==> src/hdl/stsc_pkg.sv <==
// ----------------------------------------------------------------------------
// stsc_pkg: shared types and constants of the script token scanner
// Token codes, scan modes, keyword table and the per-byte bundle layout
// passed from the scanner front end through the queue to the token emitter.
// ----------------------------------------------------------------------------
package stsc_pkg;

    // Widths of the internal offset and run-length counters
    localparam int POS_BITS  = 32;
    localparam int LEN_BITS  = 16;
    localparam int LINE_BITS = 24;

    // Port field widths
    localparam int KIND_BITS  = 6;
    localparam int ERR_BITS   = 2;
    localparam int START_BITS = 32;
    localparam int TLEN_BITS  = 16;

    localparam logic [LEN_BITS-1:0]  LEN_MAX  = {LEN_BITS{1'b1}};
    localparam logic [LINE_BITS-1:0] LINE_MAX = {LINE_BITS{1'b1}};

    // Bundle queue depth
    localparam int QDEPTH    = 4;
    localparam int QPTR_BITS = $clog2(QDEPTH);
    localparam int QCNT_BITS = $clog2(QDEPTH + 1);

    // Keywords are recognized from at most this many leading bytes
    localparam int PREFIX_BYTES = 6;
    localparam int NUM_KW       = 16;

    // Token kinds
    localparam logic [KIND_BITS-1:0] K_LPAREN  = 6'd0;
    localparam logic [KIND_BITS-1:0] K_RPAREN  = 6'd1;
    localparam logic [KIND_BITS-1:0] K_LBRACE  = 6'd2;
    localparam logic [KIND_BITS-1:0] K_RBRACE  = 6'd3;
    localparam logic [KIND_BITS-1:0] K_COMMA   = 6'd4;
    localparam logic [KIND_BITS-1:0] K_DOT     = 6'd5;
    localparam logic [KIND_BITS-1:0] K_MINUS   = 6'd6;
    localparam logic [KIND_BITS-1:0] K_PLUS    = 6'd7;
    localparam logic [KIND_BITS-1:0] K_SEMI    = 6'd8;
    localparam logic [KIND_BITS-1:0] K_SLASH   = 6'd9;
    localparam logic [KIND_BITS-1:0] K_STAR    = 6'd10;
    localparam logic [KIND_BITS-1:0] K_BANG    = 6'd11;
    localparam logic [KIND_BITS-1:0] K_EQUAL   = 6'd13;
    localparam logic [KIND_BITS-1:0] K_GREATER = 6'd15;
    localparam logic [KIND_BITS-1:0] K_LESS    = 6'd17;
    localparam logic [KIND_BITS-1:0] K_IDENT   = 6'd19;
    localparam logic [KIND_BITS-1:0] K_STRING  = 6'd20;
    localparam logic [KIND_BITS-1:0] K_NUMBER  = 6'd21;
    localparam logic [KIND_BITS-1:0] K_KW_BASE = 6'd22;
    localparam logic [KIND_BITS-1:0] K_ERROR   = 6'd38;
    localparam logic [KIND_BITS-1:0] K_EOF     = 6'd39;

    // Error codes
    localparam logic [ERR_BITS-1:0] E_NONE   = 2'd0;
    localparam logic [ERR_BITS-1:0] E_UNTERM = 2'd1;
    localparam logic [ERR_BITS-1:0] E_BADCH  = 2'd2;

    // Source characters
    localparam logic [7:0] CH_NUL    = 8'h00;
    localparam logic [7:0] CH_TAB    = 8'h09;
    localparam logic [7:0] CH_LF     = 8'h0a;
    localparam logic [7:0] CH_CR     = 8'h0d;
    localparam logic [7:0] CH_SPACE  = 8'h20;
    localparam logic [7:0] CH_BANG   = 8'h21;
    localparam logic [7:0] CH_QUOTE  = 8'h22;
    localparam logic [7:0] CH_LPAREN = 8'h28;
    localparam logic [7:0] CH_RPAREN = 8'h29;
    localparam logic [7:0] CH_STAR   = 8'h2a;
    localparam logic [7:0] CH_PLUS   = 8'h2b;
    localparam logic [7:0] CH_COMMA  = 8'h2c;
    localparam logic [7:0] CH_MINUS  = 8'h2d;
    localparam logic [7:0] CH_DOT    = 8'h2e;
    localparam logic [7:0] CH_SLASH  = 8'h2f;
    localparam logic [7:0] CH_0      = 8'h30;
    localparam logic [7:0] CH_9      = 8'h39;
    localparam logic [7:0] CH_SEMI   = 8'h3b;
    localparam logic [7:0] CH_LT     = 8'h3c;
    localparam logic [7:0] CH_EQ     = 8'h3d;
    localparam logic [7:0] CH_GT     = 8'h3e;
    localparam logic [7:0] CH_UA     = 8'h41;
    localparam logic [7:0] CH_UZ     = 8'h5a;
    localparam logic [7:0] CH_USCORE = 8'h5f;
    localparam logic [7:0] CH_LA     = 8'h61;
    localparam logic [7:0] CH_LZ     = 8'h7a;
    localparam logic [7:0] CH_LBRACE = 8'h7b;
    localparam logic [7:0] CH_RBRACE = 8'h7d;

    // Keyword text, first byte in the low bits, zero padded; kind = base + index
    localparam logic [8*PREFIX_BYTES-1:0] KW_TEXT [NUM_KW] = '{
        48'h0000_0064_6e61,  // and
        48'h0073_7361_6c63,  // class
        48'h0000_6573_6c65,  // else
        48'h0065_736c_6166,  // false
        48'h0000_0072_6f66,  // for
        48'h0000_006e_7566,  // fun
        48'h0000_0000_6669,  // if
        48'h0000_006c_696e,  // nil
        48'h0000_0000_726f,  // or
        48'h0074_6e69_7270,  // print
        48'h6e72_7574_6572,  // return
        48'h0072_6570_7573,  // super
        48'h0000_7369_6874,  // this
        48'h0000_6575_7274,  // true
        48'h0000_0072_6176,  // var
        48'h0065_6c69_6877   // while
    };

    // Scan modes
    typedef enum logic [3:0] {
        M_IDLE,
        M_IDENT,
        M_NUM,
        M_NUM_DOT,
        M_FRAC,
        M_STR,
        M_COMMENT,
        M_SLASH,
        M_BANG,
        M_EQUAL,
        M_LESS,
        M_GREATER
    } t_mode;

    // One finished token, line kept once per bundle
    typedef struct packed {
        logic [KIND_BITS-1:0]  kind;
        logic [ERR_BITS-1:0]   err;
        logic [START_BITS-1:0] start;
        logic [TLEN_BITS-1:0]  len;
    } t_token;

    // Tokens caused by one source byte, in emission order
    typedef struct packed {
        logic [1:0]           cnt;
        logic [LINE_BITS-1:0] line;
        t_token [2:0]         tok;
    } t_bundle;

    // Queue status seen by the front end and the emitter
    typedef struct packed {
        logic empty;
        logic full;
    } t_q_status;

    // Build a token, clamping the length to the port width
    function automatic t_token mk_tok(
        input logic [KIND_BITS-1:0] kind,
        input logic [ERR_BITS-1:0]  err,
        input logic [POS_BITS-1:0]  start,
        input logic [LEN_BITS-1:0]  len
    );
        t_token t;
        t.kind  = kind;
        t.err   = err;
        t.start = START_BITS'(start);
        t.len   = (32'(len) > 32'(16'hFFFF)) ? 16'hFFFF : TLEN_BITS'(len);
        return t;
    endfunction

endpackage

==> src/hdl/script_token_scanner_top.sv <==
// ----------------------------------------------------------------------------
// script_token_scanner_top: streaming token scanner for a small script language
// Source bytes in, tokens out, with a bundle queue between scanner and emitter.
// ----------------------------------------------------------------------------
// Takes one source byte per cycle while the bundle queue is not full (byte 0
// ends the text and restarts offsets and lines) and emits one token per cycle
// while the sink is ready. A byte that completes two or three tokens (a
// pending token closed by a one-byte token, a number followed by a lone dot, or a
// pending token at end of text followed by EOF) needs one output transfer per
// token, since the output register drains one token per cycle. A four-entry
// bundle queue absorbs these bursts, so input is only stalled when the queue
// fills. A byte's tokens are registered in the queue, then in the output register.
module script_token_scanner_top (
    input  logic        i_clk,
    input  logic        i_rst_n,
    input  logic        i_s_tvalid,
    output logic        o_s_tready,
    input  logic [7:0]  i_s_tdata,   // [7:0] ch
    output logic        o_m_tvalid,
    input  logic        i_m_tready,
    output logic [79:0] o_m_tdata,   // [5:0] token_kind, [7:6] error_code,
                                     // [39:8] token_start, [55:40] token_length,
                                     // [79:56] token_line
    output logic        o_m_tlast    // is_last
);

    stsc_pkg::t_q_status             q_status;
    stsc_pkg::t_bundle               push_data;
    stsc_pkg::t_bundle               head;
    logic                            push;
    logic                            pop;
    stsc_pkg::t_token                tok;
    logic [stsc_pkg::LINE_BITS-1:0]  line;

    // Scan source bytes into token bundles
    stsc_front u_front (
        .i_clk      (i_clk),
        .i_rst_n    (i_rst_n),
        .i_valid    (i_s_tvalid),
        .i_ch       (i_s_tdata),
        .o_ready    (o_s_tready),
        .i_q_status (q_status),
        .o_push     (push),
        .o_bundle   (push_data)
    );

    // Buffer bundles
    stsc_queue u_queue (
        .i_clk       (i_clk),
        .i_rst_n     (i_rst_n),
        .i_push      (push),
        .i_push_data (push_data),
        .i_pop       (pop),
        .o_head      (head),
        .o_status    (q_status)
    );

    // Emit tokens one per transaction
    stsc_back u_back (
        .i_clk      (i_clk),
        .i_rst_n    (i_rst_n),
        .i_head     (head),
        .i_q_status (q_status),
        .o_pop      (pop),
        .o_valid    (o_m_tvalid),
        .i_ready    (i_m_tready),
        .o_tok      (tok),
        .o_line     (line),
        .o_last     (o_m_tlast)
    );

    assign o_m_tdata = {line, tok.len, tok.start, tok.err, tok.kind};

endmodule

==> src/hdl/stsc_front.sv <==
// ----------------------------------------------------------------------------
// stsc_front: byte scanner
// Accepts one source byte per transaction, tracks scan mode, offsets and lines,
// and produces the bundle of tokens that the byte completes.
// ----------------------------------------------------------------------------
module stsc_front (
    input  logic                 i_clk,
    input  logic                 i_rst_n,
    input  logic                 i_valid,
    input  logic [7:0]           i_ch,
    output logic                 o_ready,
    input  stsc_pkg::t_q_status  i_q_status,
    output logic                 o_push,
    output stsc_pkg::t_bundle    o_bundle
);

    localparam int PB = stsc_pkg::PREFIX_BYTES;

    stsc_pkg::t_mode                     r_mode, n_mode;
    logic [8*PB-1:0]                     r_prefix, n_prefix;
    logic [stsc_pkg::LEN_BITS-1:0]       r_len, n_len;
    logic [stsc_pkg::POS_BITS-1:0]       r_start, n_start;
    logic [stsc_pkg::POS_BITS-1:0]       r_pos;
    logic [stsc_pkg::LINE_BITS-1:0]      r_line;

    logic                                accept;
    logic                                line_inc;
    logic                                fresh;
    logic                                p0_v, p1_v, f_v;
    stsc_pkg::t_token                    p0, p1, f;
    logic [stsc_pkg::LEN_BITS-1:0]       len_inc, len_inc2;
    logic [stsc_pkg::KIND_BITS-1:0]      id_kind;
    logic                                is_alpha, is_digit;
    logic [1:0]                          cnt;

    // One-character operator kind of a pending operator mode
    function automatic logic [stsc_pkg::KIND_BITS-1:0] op_kind(input stsc_pkg::t_mode m);
        logic [stsc_pkg::KIND_BITS-1:0] k;
        unique case (m)
            stsc_pkg::M_BANG:  k = stsc_pkg::K_BANG;
            stsc_pkg::M_EQUAL: k = stsc_pkg::K_EQUAL;
            stsc_pkg::M_LESS:  k = stsc_pkg::K_LESS;
            default:           k = stsc_pkg::K_GREATER;
        endcase
        return k;
    endfunction

    // Kind of a single punctuation character
    function automatic logic [stsc_pkg::KIND_BITS-1:0] single_kind(input logic [7:0] c);
        logic [stsc_pkg::KIND_BITS-1:0] k;
        unique case (c)
            stsc_pkg::CH_LPAREN: k = stsc_pkg::K_LPAREN;
            stsc_pkg::CH_RPAREN: k = stsc_pkg::K_RPAREN;
            stsc_pkg::CH_LBRACE: k = stsc_pkg::K_LBRACE;
            stsc_pkg::CH_RBRACE: k = stsc_pkg::K_RBRACE;
            stsc_pkg::CH_COMMA:  k = stsc_pkg::K_COMMA;
            stsc_pkg::CH_DOT:    k = stsc_pkg::K_DOT;
            stsc_pkg::CH_MINUS:  k = stsc_pkg::K_MINUS;
            stsc_pkg::CH_PLUS:   k = stsc_pkg::K_PLUS;
            stsc_pkg::CH_SEMI:   k = stsc_pkg::K_SEMI;
            default:             k = stsc_pkg::K_STAR;
        endcase
        return k;
    endfunction

    // Mode entered by a character that opens a run
    function automatic stsc_pkg::t_mode run_mode(input logic [7:0] c);
        stsc_pkg::t_mode m;
        unique case (c)
            stsc_pkg::CH_SLASH: m = stsc_pkg::M_SLASH;
            stsc_pkg::CH_BANG:  m = stsc_pkg::M_BANG;
            stsc_pkg::CH_EQ:    m = stsc_pkg::M_EQUAL;
            stsc_pkg::CH_LT:    m = stsc_pkg::M_LESS;
            stsc_pkg::CH_GT:    m = stsc_pkg::M_GREATER;
            default:            m = stsc_pkg::M_STR;
        endcase
        return m;
    endfunction

    assign o_ready = !i_q_status.full;
    assign accept  = i_valid && o_ready;

    // Character classes
    assign is_digit = (i_ch >= stsc_pkg::CH_0) && (i_ch <= stsc_pkg::CH_9);
    assign is_alpha = ((i_ch >= stsc_pkg::CH_LA) && (i_ch <= stsc_pkg::CH_LZ)) ||
                      ((i_ch >= stsc_pkg::CH_UA) && (i_ch <= stsc_pkg::CH_UZ)) ||
                      (i_ch == stsc_pkg::CH_USCORE);

    // Saturating run growth by one and by two
    assign len_inc  = (r_len == stsc_pkg::LEN_MAX) ? r_len : r_len + 1'b1;
    assign len_inc2 = (r_len >= stsc_pkg::LEN_MAX - 1'b1) ? stsc_pkg::LEN_MAX
                                                          : r_len + 2'd2;

    // Keyword lookup on the stored prefix; zero padding makes length implicit
    always_comb begin
        id_kind = stsc_pkg::K_IDENT;
        if (32'(r_len) <= 32'(PB)) begin
            for (int k = 0; k < stsc_pkg::NUM_KW; k++) begin
                if (r_prefix == stsc_pkg::KW_TEXT[k]) begin
                    id_kind = stsc_pkg::K_KW_BASE + stsc_pkg::KIND_BITS'(k);
                end
            end
        end
    end

    // Next state and the tokens of this byte
    always_comb begin
        n_mode   = r_mode;
        n_prefix = r_prefix;
        n_len    = r_len;
        n_start  = r_start;
        line_inc = 1'b0;
        fresh    = 1'b0;
        p0_v     = 1'b0;
        p1_v     = 1'b0;
        p0       = '0;
        p1       = '0;
        f_v      = 1'b0;
        f        = '0;

        unique case (r_mode)
            stsc_pkg::M_IDENT: begin
                if (is_alpha || is_digit) begin
                    for (int b = 0; b < PB; b++) begin
                        if (32'(r_len) == 32'(b)) begin
                            n_prefix[8*b +: 8] = i_ch;
                        end
                    end
                    n_len = len_inc;
                end else begin
                    p0_v  = 1'b1;
                    p0    = stsc_pkg::mk_tok(id_kind, stsc_pkg::E_NONE, r_start, r_len);
                    fresh = 1'b1;
                end
            end
            stsc_pkg::M_NUM: begin
                if (is_digit) begin
                    n_len = len_inc;
                end else if (i_ch == stsc_pkg::CH_DOT) begin
                    n_mode = stsc_pkg::M_NUM_DOT;
                end else begin
                    p0_v  = 1'b1;
                    p0    = stsc_pkg::mk_tok(stsc_pkg::K_NUMBER, stsc_pkg::E_NONE,
                                             r_start, r_len);
                    fresh = 1'b1;
                end
            end
            stsc_pkg::M_NUM_DOT: begin
                if (is_digit) begin
                    n_len  = len_inc2;
                    n_mode = stsc_pkg::M_FRAC;
                end else begin
                    // Held dot was not a fraction: number, then the dot itself
                    p0_v  = 1'b1;
                    p0    = stsc_pkg::mk_tok(stsc_pkg::K_NUMBER, stsc_pkg::E_NONE,
                                             r_start, r_len);
                    p1_v  = 1'b1;
                    p1    = stsc_pkg::mk_tok(stsc_pkg::K_DOT, stsc_pkg::E_NONE,
                                             r_pos - 1'b1, stsc_pkg::LEN_BITS'(1));
                    fresh = 1'b1;
                end
            end
            stsc_pkg::M_FRAC: begin
                if (is_digit) begin
                    n_len = len_inc;
                end else begin
                    p0_v  = 1'b1;
                    p0    = stsc_pkg::mk_tok(stsc_pkg::K_NUMBER, stsc_pkg::E_NONE,
                                             r_start, r_len);
                    fresh = 1'b1;
                end
            end
            stsc_pkg::M_STR: begin
                if (i_ch == stsc_pkg::CH_NUL) begin
                    p0_v  = 1'b1;
                    p0    = stsc_pkg::mk_tok(stsc_pkg::K_ERROR, stsc_pkg::E_UNTERM,
                                             r_start, r_len);
                    fresh = 1'b1;
                end else begin
                    line_inc = (i_ch == stsc_pkg::CH_LF);
                    n_len    = len_inc;
                    if (i_ch == stsc_pkg::CH_QUOTE) begin
                        p0_v   = 1'b1;
                        p0     = stsc_pkg::mk_tok(stsc_pkg::K_STRING, stsc_pkg::E_NONE,
                                                  r_start, len_inc);
                        n_mode = stsc_pkg::M_IDLE;
                    end
                end
            end
            stsc_pkg::M_COMMENT: begin
                fresh = (i_ch == stsc_pkg::CH_LF) || (i_ch == stsc_pkg::CH_NUL);
            end
            stsc_pkg::M_SLASH: begin
                if (i_ch == stsc_pkg::CH_SLASH) begin
                    n_mode = stsc_pkg::M_COMMENT;
                end else begin
                    p0_v  = 1'b1;
                    p0    = stsc_pkg::mk_tok(stsc_pkg::K_SLASH, stsc_pkg::E_NONE,
                                             r_start, stsc_pkg::LEN_BITS'(1));
                    fresh = 1'b1;
                end
            end
            stsc_pkg::M_BANG, stsc_pkg::M_EQUAL, stsc_pkg::M_LESS,
            stsc_pkg::M_GREATER: begin
                p0_v = 1'b1;
                if (i_ch == stsc_pkg::CH_EQ) begin
                    n_mode = stsc_pkg::M_IDLE;
                    p0     = stsc_pkg::mk_tok(op_kind(r_mode) + 1'b1, stsc_pkg::E_NONE,
                                              r_start, stsc_pkg::LEN_BITS'(2));
                end else begin
                    p0    = stsc_pkg::mk_tok(op_kind(r_mode), stsc_pkg::E_NONE,
                                             r_start, stsc_pkg::LEN_BITS'(1));
                    fresh = 1'b1;
                end
            end
            default: begin
                fresh = 1'b1;
            end
        endcase

        // Scan the byte as the start of a new token
        if (fresh) begin
            n_mode = stsc_pkg::M_IDLE;
            case (i_ch)
                stsc_pkg::CH_NUL: begin
                    f_v = 1'b1;
                    f   = stsc_pkg::mk_tok(stsc_pkg::K_EOF, stsc_pkg::E_NONE, r_pos, '0);
                end
                stsc_pkg::CH_SPACE, stsc_pkg::CH_CR, stsc_pkg::CH_TAB: begin
                    f_v = 1'b0;
                end
                stsc_pkg::CH_LF: begin
                    line_inc = 1'b1;
                end
                stsc_pkg::CH_LPAREN, stsc_pkg::CH_RPAREN, stsc_pkg::CH_LBRACE,
                stsc_pkg::CH_RBRACE, stsc_pkg::CH_COMMA, stsc_pkg::CH_DOT,
                stsc_pkg::CH_MINUS, stsc_pkg::CH_PLUS, stsc_pkg::CH_SEMI,
                stsc_pkg::CH_STAR: begin
                    f_v = 1'b1;
                    f   = stsc_pkg::mk_tok(single_kind(i_ch), stsc_pkg::E_NONE, r_pos,
                                           stsc_pkg::LEN_BITS'(1));
                end
                stsc_pkg::CH_SLASH, stsc_pkg::CH_BANG, stsc_pkg::CH_EQ,
                stsc_pkg::CH_LT, stsc_pkg::CH_GT, stsc_pkg::CH_QUOTE: begin
                    n_mode  = run_mode(i_ch);
                    n_start = r_pos;
                    n_len   = stsc_pkg::LEN_BITS'(1);
                end
                default: begin
                    if (is_alpha) begin
                        n_mode   = stsc_pkg::M_IDENT;
                        n_start  = r_pos;
                        n_len    = stsc_pkg::LEN_BITS'(1);
                        n_prefix = (8*PB)'(i_ch);
                    end else if (is_digit) begin
                        n_mode  = stsc_pkg::M_NUM;
                        n_start = r_pos;
                        n_len   = stsc_pkg::LEN_BITS'(1);
                    end else begin
                        f_v = 1'b1;
                        f   = stsc_pkg::mk_tok(stsc_pkg::K_ERROR, stsc_pkg::E_BADCH, r_pos,
                                               stsc_pkg::LEN_BITS'(1));
                    end
                end
            endcase
        end
    end

    // Pack tokens in order: pending ones first, then the fresh one
    always_comb begin
        cnt = 2'(p0_v) + 2'(p1_v) + 2'(f_v);
        o_bundle.cnt    = cnt;
        o_bundle.line   = r_line;
        o_bundle.tok[0] = p0_v ? p0 : f;
        o_bundle.tok[1] = p1_v ? p1 : f;
        o_bundle.tok[2] = f;
        o_push          = accept && (cnt != 2'd0);
    end

    // Advance scan state on each accepted byte; end of text restarts
    always_ff @(posedge i_clk) begin
        if (!i_rst_n || (accept && (i_ch == stsc_pkg::CH_NUL))) begin
            r_mode   <= stsc_pkg::M_IDLE;
            r_prefix <= '0;
            r_len    <= '0;
            r_start  <= '0;
            r_pos    <= '0;
            r_line   <= '0;
        end else if (accept) begin
            r_mode   <= n_mode;
            r_prefix <= n_prefix;
            r_len    <= n_len;
            r_start  <= n_start;
            r_pos    <= r_pos + 1'b1;
            if (line_inc && (r_line != stsc_pkg::LINE_MAX)) begin
                r_line <= r_line + 1'b1;
            end
        end
    end

endmodule

==> src/hdl/stsc_queue.sv <==
// ----------------------------------------------------------------------------
// stsc_queue: token bundle queue
// Short first-in first-out buffer of bundles between the scanner and the
// token emitter, so either side can stall without stopping the other.
// ----------------------------------------------------------------------------
module stsc_queue (
    input  logic                 i_clk,
    input  logic                 i_rst_n,
    input  logic                 i_push,
    input  stsc_pkg::t_bundle    i_push_data,
    input  logic                 i_pop,
    output stsc_pkg::t_bundle    o_head,
    output stsc_pkg::t_q_status  o_status
);

    stsc_pkg::t_bundle                   r_mem [stsc_pkg::QDEPTH];
    logic [stsc_pkg::QPTR_BITS-1:0]      r_wr, r_rd;
    logic [stsc_pkg::QCNT_BITS-1:0]      r_cnt;
    logic                                do_pop;

    assign o_status.empty = (r_cnt == '0);
    assign o_status.full  = (r_cnt == stsc_pkg::QCNT_BITS'(stsc_pkg::QDEPTH));
    assign o_head         = r_mem[r_rd];
    assign do_pop         = i_pop && !o_status.empty;

    // Store pushed bundles
    always_ff @(posedge i_clk) begin
        if (i_push) begin
            r_mem[r_wr] <= i_push_data;
        end
    end

    // Advance pointers and occupancy
    always_ff @(posedge i_clk) begin
        if (!i_rst_n) begin
            r_wr  <= '0;
            r_rd  <= '0;
            r_cnt <= '0;
        end else begin
            if (i_push) begin
                r_wr <= r_wr + 1'b1;
            end
            if (do_pop) begin
                r_rd <= r_rd + 1'b1;
            end
            if (i_push && !do_pop) begin
                r_cnt <= r_cnt + 1'b1;
            end else if (!i_push && do_pop) begin
                r_cnt <= r_cnt - 1'b1;
            end
        end
    end

endmodule

==> src/hdl/stsc_back.sv <==
// ----------------------------------------------------------------------------
// stsc_back: token emitter
// Walks the tokens of the head bundle one per cycle, while the output register
// is empty or being taken, into the output register and pops the bundle after its last token.
// ----------------------------------------------------------------------------
module stsc_back (
    input  logic                                   i_clk,
    input  logic                                   i_rst_n,
    input  stsc_pkg::t_bundle                      i_head,
    input  stsc_pkg::t_q_status                    i_q_status,
    output logic                                   o_pop,
    output logic                                   o_valid,
    input  logic                                   i_ready,
    output stsc_pkg::t_token                       o_tok,
    output logic [stsc_pkg::LINE_BITS-1:0]         o_line,
    output logic                                   o_last
);

    logic [1:0]        r_idx;
    logic              r_valid;
    stsc_pkg::t_token  r_tok;
    logic [stsc_pkg::LINE_BITS-1:0] r_line;
    logic              r_last;
    logic              load;
    logic              at_end;

    assign load   = !i_q_status.empty && (!r_valid || i_ready);
    assign at_end = (r_idx == i_head.cnt - 1'b1);
    assign o_pop  = load && at_end;

    assign o_valid = r_valid;
    assign o_tok   = r_tok;
    assign o_line  = r_line;
    assign o_last  = r_last;

    // Output handshake and token index
    always_ff @(posedge i_clk) begin
        if (!i_rst_n) begin
            r_valid <= 1'b0;
            r_idx   <= '0;
        end else begin
            if (load) begin
                r_valid <= 1'b1;
                r_idx   <= at_end ? 2'd0 : r_idx + 1'b1;
            end else if (i_ready) begin
                r_valid <= 1'b0;
            end
        end
    end

    // Load the selected token into the output register
    always_ff @(posedge i_clk) begin
        if (load) begin
            r_tok  <= i_head.tok[r_idx];
            r_line <= i_head.line;
            r_last <= at_end;
        end
    end

endmodule

==> config.mk <==
export PLATFORM = sky130hd
export DESIGN_NAME = script_token_scanner_top
export DESIGN_NICKNAME = d
export VERILOG_FILES = /design/src/hdl/stsc_pkg.sv /design/src/hdl/script_token_scanner_top.sv /design/src/hdl/stsc_front.sv /design/src/hdl/stsc_queue.sv /design/src/hdl/stsc_back.sv
export SDC_FILE = /design/constraint.sdc
export NUM_CORES = 1
export LEC_CHECK = 0
export ABC_CLOCK_PERIOD_IN_PS = 10100
export BUFFER_PORTS_ARGS = -buffer_cell sky130_fd_sc_hd__buf_2
export CORE_ASPECT_RATIO = 1.4
export CORE_MARGIN = 1
export CORE_UTILIZATION = 39
export CTS_CLUSTER_DIAMETER = 40
export DETAILED_ROUTE_END_ITERATION = 10
export GPL_ROUTABILITY_DRIVEN = 0
export GPL_TIMING_DRIVEN = 0
export PLACE_DENSITY_LB_ADDON = 0.25
export SYNTH_ARGS = -nofsm -noshare
export SYNTH_HDL_FRONTEND = slang
export SYNTH_HIERARCHICAL = 1
export SYNTH_SLANG_ARGS = --single-unit
==> constraint.sdc <==
create_clock -name i_clk -period 10.1 [get_ports i_clk]
set_input_delay 1.515 -clock i_clk [delete_from_list [all_inputs] [get_ports i_clk]]
set_output_delay 1.515 -clock i_clk [all_outputs]
set_load 0.1 [all_outputs]
**Word-level counts from Yosys, hierarchy flattened**

Memory sizes are Yosys's and may differ from the RTL's. A register that Yosys moved wholly into a read port is not among the register bits.
Cells that the tools add are included.

- Bits in registers: 247
- Bits in latches: 0
- Bits in writable memories: 776
- Bits in read-only memories: 0
- Output and inout bits: 83
- Word-level logic and storage cells: 256
- Memories kept: 1

- Add/subtract/negate cells: 14
- $mul: 0
- Div/mod/pow operators: 0
- Magnitude comparators: 9
- Eq/ne operators: 64
- Shift operators: 0
- Mux-type cells: 106
- Bitwise operators: 1
- Reduce and logical (&&, ||, !) cells: 44

Memory list:

| memory | depth | bits a word | read ports | clocked after Yosys merged registers in | write ports | line | source |
|---|---|---|---|---|---|---|---|
| u_queue.r_mem | 4 | 194 | 1 | 1 | 1 | stsc_queue.sv:16 | `stsc_pkg::t_bundle r_mem [stsc_pkg::QDEPTH];` |

Operators by type and width:

| operator | number |
|---|---|
| $mux 56 | 11 |
| $pmux 56 s6 | 1 |
| $eq 48x23->1 const B | 5 |
| $eq 48x39->1 const B | 5 |
| $mux 48 | 5 |
| $pmux 56 s3 | 1 |
| $mux 55 | 3 |
| $eq 48x31->1 const B | 3 |
| $mux 16 | 9 |
| $eq 8x6->1 const B | 15 |
| $bmux 56 s2 | 1 |
| $eq 48x15->1 const B | 2 |
| $mux 4 | 17 |
| $mux 32 | 2 |
| $pmux 16 s4 | 1 |
| $pmux 32 s2 | 1 |
| $mux 54 | 1 |
| $mux 6 | 9 |
| $mux 53 | 1 |
| $eq 48x47->1 const B | 1 |
| $mux 8 | 6 |
| $pmux 4 s5 | 2 |
| $pmux 4 s9 | 1 |
| $add 32x1->32 const B | 1 |
| other kinds (62) | 134 |

**Depth between registers and ports, before layout**

Gate-level depths: netlist (run 1).

- Depth after elaboration: 21
- Mapped depth: 18
- Gate-level depth less buffers: 14

**Modules after synthesis**

The synthesis (run 1) kept the hierarchy.

Modules (own cells, without submodules):

| module | instances | cells an instance | area each (um^2) | seq. area each (um^2) |
|---|---|---|---|---|
| stsc_queue | 1 | 1,057 | 28,459.8 | 23,482.5 |
| stsc_front | 1 | 1,594 | 11,663.7 | 3,123.0 |
| stsc_back | 1 | 290 | 3,763.6 | 2,492.4 |

**Worst setup path after synthesis (run 1)**

OpenSTA, ideal clock, no wires.

- Kind: input port to flip-flop
- Start: input port i_s_tdata[5]
- End: memory u_queue/r_mem[0][0] in the netlist's numbering, enable pin
- Data arrival time: 8.708 ns
- Data required time: 9.523 ns
- Slack: 0.815 ns
- Cell stages on the path: 13
- Path through: buf_4 > or4b_1 > clkbuf_2 > o41ai_2 > a211o_2 > and2_1 > buf_6 > o2111ai_4 > inv_6 > buf_12 > fa_1 > a21oi_1 > and2_1

- Word-level cells in the longest chain between the ends: 13

Ends and longest elaborated chain:

| item | line | source |
|---|---|---|
| start: declaration | script_token_scanner_top.sv:18 | `input logic [7:0] i_s_tdata,` |
| $ge 8x7->1, or another cell as far along | stsc_front.sv:85 | `assign is_alpha = ((i_ch >= stsc_pkg::CH_LA) && (i_ch <= stsc_pkg::CH_LZ)) \|\|` |
| $logic_and 1x1->1 (on tied branches) | stsc_front.sv:85, stsc_front.sv:86 |  |
| $logic_or 1x1->1 | stsc_front.sv:85 |  |
| $logic_or 1x1->1 | stsc_front.sv:86 | `((i_ch >= stsc_pkg::CH_UA) && (i_ch <= stsc_pkg::CH_UZ)) \|\|` |
| $logic_or 1x1->1 | stsc_front.sv:123 | `if (is_alpha \|\| is_digit) begin` |
| $mux 1 | stsc_front.sv:123 |  |
| $pmux 1 s6 or $pmux 1 s7 (tied branches) | stsc_front.sv:121 | `unique case (r_mode)` |
| $add 1x1->2 or $mux 1 (tied branches) | stsc_front.sv:271, stsc_front.sv:222 |  |
| $add 2x1->2 (*) | stsc_front.sv:271 | `cnt = 2'(p0_v) + 2'(p1_v) + 2'(f_v);` |
| $reduce_bool 2->1 (*) | stsc_front.sv:277 | `o_push = accept && (cnt != 2'd0);` |
| $logic_and 1x1->1 (*) | stsc_front.sv:277 |  |
| net push | script_token_scanner_top.sv:30 | `logic push;` |
| $mux 1 (*) | stsc_queue.sv:28 | `if (i_push) begin` |
| $mux 1 (implied by the code) (*) | stsc_queue.sv:29 | `r_mem[r_wr] <= i_push_data;` |
| end: declaration | stsc_queue.sv:16 |  |

Mark *: on every way through the listed nets, which the timed path passes. The rest lies on a longest branch.

**Worst setup path in the final report (run 1)**

- Start: input port i_s_tdata[3]
- End: memory u_queue/r_mem[0][122] in the netlist's numbering, enable pin

The elaborated chain is that of the path after synthesis.

==> results_dict.tcl, run 1 <==
set metrics [dict create \
    status "finished clean" \
    worstPathRequired_ns 10.49 \
    routed_wl_mm 113 \
    r2r_start "u_front/r_mode[3]" \
    portBuffers 93 \
    yosysUniqueCellTypes 101 \
    cellLeakagePower_nw 16.4 \
    min_period_ns 6.97 \
    final_cells 4778 \
    yosysMostFrequentCell "edfxtp_1" \
    netlist_area_um2 43900 \
    crit_buf_inv 5 \
    slowest_stage "a21oi_1" \
    clk_latency_ns 0.74 \
    multiInputGateArea_um2 13500 \
    rsz0062_at_grt "no" \
    synthTopCellsByCount "edfxtp_1 (857), nand2_1 (233), mux4_2 (194)" \
    die_w_um 286 \
    cts_buffers 116 \
    regToRegSetupSlack_ns 4.00 \
    arrival_ns 7.37 \
    die_h_um 399 \
    min_path_cells 2 \
    seqCellArea_um2 29100 \
    area_growth_pct 16.0 \
    drc 0 \
    postRouteAntennaNets 0 \
    crit_path_frequent_cell "a21oi_1" \
    clk_path_buf_depth 3 \
    drv_slew 0 \
    hold_buffers 0 \
    ff2ff_path_depth 12 \
    antenna_found_initial 7 \
    syn_area_per_cell_um2 14.9 \
    place.detailed.hpwl_mm 75.4 \
    synth-main-ff-cell "edfxtp_1" \
    grt_usage_pct 19.7 \
    holdWs_ns 0.436 \
    viasPerCell 5.60 \
    cts_root_buf "clkbuf_16" \
    core_region_area_um2 112000 \
    die_area_um2 114000 \
    holdPathEnd "u_front/r_prefix[7]" \
    synth_edf_count 857 \
    hp-class "register to register" \
    grt_pass1_wl_mm 168 \
    cp-start-kind "input port" \
    crit_type "input port to register" \
    path_clk_slew_ns 0.06 \
    ys_async_sr_fraction_pct 0 \
    nets 3231 \
    wl_per_cell_um 23.6 \
    max_freq_ghz 0.143 \
    skew_ns 0.0333 \
    drive_gt1_share_pct 20.7 \
    path_max_fanout 43 \
    cts_setup_buffers 0 \
    first_global_vias 26600 \
    htree_levels 3 \
    placed_cells 4556 \
    pin_count 95 \
    vias 26700 \
    yosysSeqAreaShare_pct 66.3 \
    tritoncts "yes" \
    ir_worst_vdd_mv 0.222 \
    max_stage_delay_ns 0.96 \
    crit_chain "buf_2 -> nor3_1 -> a21oi_1 -> a21oi_1 -> nand3_1 -> nor2_2 -> inv_2 -> buf_2 -> fa_1 -> a21oi_1 -> and2_4 -> buf_16 -> buf_16" \
    syn_inst 2941 \
    hold_start "u_front/r_prefix[7]" \
    initial_utilization_pct 39.3 \
    cts_sinks 1025 \
    cts-resized-gates 0 \
    fillCellCount 9852 \
    worst_pin_slew_ns 1.42 \
    rows 145 \
    hold_viol 0 \
    power_mw 13.7 \
    cap_viol_max_count 0 \
    post-route-period-util_pct 69.1 \
    crit_start "i_s_tdata[3]" \
    grt-ovfl-total 0 \
    grt_max_degree 53 \
    synth_top_area_share_pct 58.6 \
    powerDensity_nw_per_um2 269 \
    synth.area.top_cells "edfxtp_1 (59%), mux4_2 (10%), dfxtp_1 (7.7%)" \
    drt_iter0_drc 2328 \
    drt-pass1-iter-count 5 \
    cp-end-kind "register" \
    setup_viol 0 \
    ys_ff_latch 1025 \
    synth_area_leader_cell "edfxtp_1" \
    max_slew_margin_pct 4.78 \
    r2r-end "u_queue/r_mem[0][122]" \
    cp_top_family "simple AND/OR/NAND/NOR gates" \
    ys.warnings.count 6 \
]
[metal layers]
layer | part of all wire, % | vias up | global-route usage [%]
met5 | 0.024 | - | 0
met4 | 3.8 | 4 | 8.13
met3 | 5.2 | 272 | 3.00
met2 | 50 | 887 | 34.1
met1 | 41 | 13600 | 24.6
li1 | - | 12000 | -
[sequential cells by signal, indices dropped and copies added (netlist names), named ones only]
signal,flops
u_back/o_valid,1
u_front/r_start,32
u_front/r_line,24
u_queue/r_mem,776
u_front/r_mode,4
u_back/o_tok,56
u_back/o_last,1
u_back/o_line,24
u_queue/r_cnt,3
u_back/r_idx,2
u_front/r_len,16
u_front/r_pos,32
u_queue/r_rd,2
u_queue/r_wr,2
u_front/r_prefix,48
[worst register-to-register path, cell delays in order, from the launching register on]
cell      delay, ns
dfxtp_1        0.31
clkbuf_1       0.23
nor3_1         0.89
o211ai_1       0.60
and4_4         0.35
nor2_2         0.57
inv_2          0.07
buf_2          0.26
fa_1           0.52
a21oi_1        0.54
and2_4         0.71
buf_16         0.33
buf_16         0.31
[logic make-up after synthesis]
family | after synthesis | share of synthesized area (%)
multiplexers | 291 | 12.3
buffers and inverters | 260 | 3.16
adder cells (fa/ha/maj) | 15 | 0.462
flip-flops | 1025 | 66.3
other | 1 | 0.00854
XOR/XNOR | 64 | 1.28
AND/OR/NAND/NOR | 810 | 9.48
AO/OA/AOI/OAI | 475 | 7.04
[through the flow]
stage | cell area (µm²) | utilization [%] | setup TNS (ns) | setup slack, ns
final | 50900 | 45.6 | 0 | 3.13
after global routing | 50900 | 45.6 | 0 | 2.92
after CTS | 50900 | 45.6 | 0 | 3.29
after detailed placement | 46800 | 42.0 | 0 | 2.56
after global placement | 46300 | 41.5 | -3706.51 | -4.98
after floorplan | 44000 | - | 0 | 0.815
[cell type report]
class / instances / share of cell area (%)
Clock buffer: 142 / 6.08
Antenna cell: 2 / 0.00983
Timing Repair Buffer: 112 / 1.91
Buffer: 221 / 2.43
Multi-Input combinational cell: 1689 / 26.6
Clock inverter: 78 / 1.87
Inverter: 39 / 0.297
Tap cell: 1470 / 3.61
Sequential cell: 1025 / 57.2
[how the worst max path moves through the flow]
stage | cells after the start | endpoint | slack (ns)
floorplan | 13 | u_queue/r_mem[0][0] | 0.81
global placement | 11 | u_queue/r_mem[1][176] | -4.98
detailed placement | 13 | u_queue/r_mem[0][160] | 2.56
CTS | 13 | u_queue/r_mem[0][119] | 3.29
global route | 13 | u_queue/r_mem[0][122] | 2.92
finish | 13 | u_queue/r_mem[0][122] | 3.13
[power by group]
part | switching (mW) | internal (mW)
Clock | 1.80 | 2.56
Combinational | 2.74 | 1.01
Sequential | 0.157 | 5.43
[cell usage in the layout (no fill, tap or decap), types with 14 or more instances in the layout]
master,netlist,layout
edfxtp_1,857,857
nand2_1,233,233
mux4_2,194,194
dfxtp_1,168,168
nor2_1,167,166
o21ai_0,164,164
buf_2,52,145
clkbuf_16,0,119
clkbuf_1,99,119
a21oi_1,96,96
mux2i_1,64,64
nand3_1,61,61
and2_1,51,47
nor3_1,47,47
nand4_1,39,39
inv_1,37,37
buf_4,36,36
conb_1,1,34
xnor2_1,33,33
mux2_2,33,33
or3_1,31,31
xor2_1,31,31
nor4_1,29,29
and3_1,26,26
a22o_1,24,24
buf_6,22,22
or4_1,22,22
nand2b_1,21,21
buf_16,0,17
o31ai_1,16,16
inv_6,1,15
o211ai_1,15,15
clkinv_2,0,14
No activity file was read; power rests on OpenSTA's default activity.
==> run 2, diff against run 1 <==
--- a/config.mk
+++ b/config.mk
@@ -5,7 +5,7 @@
 export SDC_FILE = /design/constraint.sdc
 export NUM_CORES = 1
 export LEC_CHECK = 0
-export ABC_CLOCK_PERIOD_IN_PS = 10100
+export ABC_CLOCK_PERIOD_IN_PS = 6160
 export BUFFER_PORTS_ARGS = -buffer_cell sky130_fd_sc_hd__buf_2
 export CORE_ASPECT_RATIO = 1.4
 export CORE_MARGIN = 1
==> constraint.sdc (replaced) <==
create_clock -name i_clk -period 6.16 [get_ports i_clk]
set_input_delay 0.924 -clock i_clk [delete_from_list [all_inputs] [get_ports i_clk]]
set_output_delay 0.924 -clock i_clk [all_outputs]
set_load 0.1 [all_outputs]
==> run 2 against run 1 <==
Net effect:
- wire length grew 0.60%
- largest power group unchanged
- critical endpoint is now u_queue/r_mem[3][146]
- global-route usage hardly changed
- hold slack got worse by 0.0026 ns
- register-to-register slack worse by 3.7 ns
- worst setup slack got worse by 3.0 ns
==> results_dict.tcl, run 2 (synthesis results as in run 1) <==
set metrics [dict create \
    die_area_um2 114000 \
    max_freq_ghz 0.165 \
    tritoncts "yes" \
    viasPerCell 5.59 \
    switching_share_pct 34.5 \
    path_clk_slew_ns 0.06 \
    antenna_found_initial 6 \
    powerDensity_nw_per_um2 440 \
    grt-ovfl-total 0 \
    p_switching_mw 7.71 \
    clk_latency_ns 0.72 \
    regMostFlops "u_queue/r_mem" \
    grt_usage_pct 19.7 \
    drv_slew 0 \
    r2r-end "u_queue/r_mem[3][146]" \
    final_cell_mix "edfxtp_1 (857), nand2_1 (233), mux4_2 (194), dfxtp_1 (168), nor2_1 (166)" \
    cts_root_buf "clkbuf_16" \
    drt_iter0_drc 2385 \
    hold_buffers 0 \
    pin_count 95 \
    cts_sinks 1025 \
    cap_viol_max_count 0 \
    initial_utilization_pct 39.3 \
    rows 145 \
    place.detailed.hpwl_mm 75.1 \
    final_cells 4779 \
    cp-start-kind "input port" \
    routed_wl_mm 113 \
    power_mw 22.4 \
    ir_worst_vdd_mv 0.329 \
    final_common_cell "edfxtp_1" \
    status "finished clean" \
    area_growth_pct 15.9 \
    crit_type "input port to register" \
    hp-class "register to register" \
    preCtsSetupSlack_ns -0.732 \
    die_h_um 399 \
    holdPathEnd "u_front/r_prefix[7]" \
    postRouteAntennaNets 0 \
    rsz0062_at_grt "no" \
    cp-end-kind "register" \
    worst_slack_ns 0.0928 \
    vias 26700 \
    arrival_ns 6.45 \
    first_global_vias 26700 \
    min_path_cells 2 \
    clk_path_buf_depth 3 \
    regToRegSetupSlack_ns 0.30 \
    p_int_mw 14.7 \
    cts_buffers 116 \
    r2r_start "u_front/r_mode[3]" \
    worstPathRequired_ns 6.54 \
    htree_levels 3 \
    wl_per_cell_um 23.7 \
    nets 3234 \
    max_slew_margin_pct 6.87 \
    grt_max_degree 57 \
    core_region_area_um2 112000 \
    skew_ns 0.0471 \
    die_w_um 286 \
    drc 0 \
    hold_start "u_front/r_prefix[7]" \
    drt-pass1-iter-count 6 \
    hold_viol 0 \
    post-route-period-util_pct 98.5 \
    worst_pin_slew_ns 1.38 \
    drive_gt1_share_pct 20.6 \
    largest_reg_flops 776 \
    placed_cells 4556 \
    pwr-share-seq_pct 40.9 \
    grt_pass1_wl_mm 168 \
    portBuffers 93 \
    clkPwrFrac_pct 31.4 \
    setup_viol 0 \
    ff2ff_path_depth 12 \
    path_max_fanout 50 \
    min_period_ns 6.07 \
    cellLeakagePower_nw 16.4 \
    combinationalPowerShare_pct 27.7 \
]
## run 2: cell types whose count changed in the layout (fill, tap and decap cells not counted), moves of 4 or more
cell	change
clkbuf_8	+4
bufinv_16	-5
inv_6	-6
clkinvlp_4	-5
clkinv_2	-6
clkbuf_1	+4
## run 2: area by class of cell
| cell class | instances | area, µm² |
|---|---|---|
| Buffer | 221 | 1240 |
| Multi-Input combinational cell | 1692 | 13600 |
| Fill cell | 9853 | 60700 |
| Antenna cell | 2 | 5.00 |
| Tap cell | 1470 | 1840 |
| Sequential cell | 1025 | 29100 |
| Timing Repair Buffer | 112 | 958 |
| Inverter | 39 | 151 |
| Clock inverter | 64 | 783 |
| Clock buffer | 154 | 3220 |
## run 2: worst max-delay path by stage
| stage | startpoint | to | cells after the start |
|---|---|---|---|
| after CTS | i_s_tdata[6] | u_queue/r_mem[0][134] | 16 |
| final | i_s_tdata[3] | u_queue/r_mem[3][146] | 13 |
| after global placement | i_s_tdata[6] | u_queue/r_mem[0][151] | 13 |
| after global routing | i_s_tdata[3] | u_queue/r_mem[3][134] | 13 |
| after floorplan | i_s_tdata[5] | u_queue/r_mem[1][0] | 13 |
| after detailed placement | i_s_tdata[6] | u_queue/r_mem[0][122] | 16 |
## run 2: what timing repair did
| item | in CTS | in global routing |
|---|---|---|
| endpoints found under the setup margin | 0 | 307 |
| resized for setup | 0 | 4 |
| setup buffers | 0 | 0 |
| endpoints found under the hold margin | 0 | 0 |
## run 2: metal layers
layer | vias up | wire [µm] | global-route usage [%]
li1 | 12000 | - | -
met1 | 13500 | 45700 | 24.5
met2 | 945 | 57700 | 34.4
met3 | 267 | 6150 | 2.81
met4 | 6 | 3920 | 7.81
met5 | - | 41 | 0
## run 2: worst max-delay path, stage by stage
cell and delay [ns]:
buf_2 0.14, nor3_1 0.68, a21oi_1 0.19, a21oi_1 0.92, nand3_1 0.43, nor2_2 0.62
inv_2 0.06, buf_2 0.26, fa_1 0.55, a21oi_4 0.42, and2_4 0.57, buf_12 0.28
buf_16 0.29
## run 2: metrics by stage
stage | utilization (%) | TNS (ns) | cell area (µm²) | hold slack (ns)
finish | 45.6 | 0 | 50900 | 0.433
CTS | 45.6 | 0 | 50800 | 0.439
detailed placement | 42.0 | -325.30 | 46800 | 0.429
global placement | 41.5 | -3318.19 | 46300 | 0.423
floorplan | - | -301.23 | 44000 | 0.413
global route | 45.6 | 0 | 50900 | 0.469
## run 2: power by group through the flow
| stage | combinational (mW) | clock, mW | sequential (mW) |
|---|---|---|---|
| final | 6.20 | 7.04 | 9.14 |
| after CTS | 6.24 | 7.20 | 9.16 |
| after floorplan | 2.42 | 0 | 11.4 |
| after global placement | 5.98 | 0 | 9.52 |
| after global routing | 6.51 | 7.45 | 9.23 |
| after detailed placement | 6.23 | 0 | 9.29 |
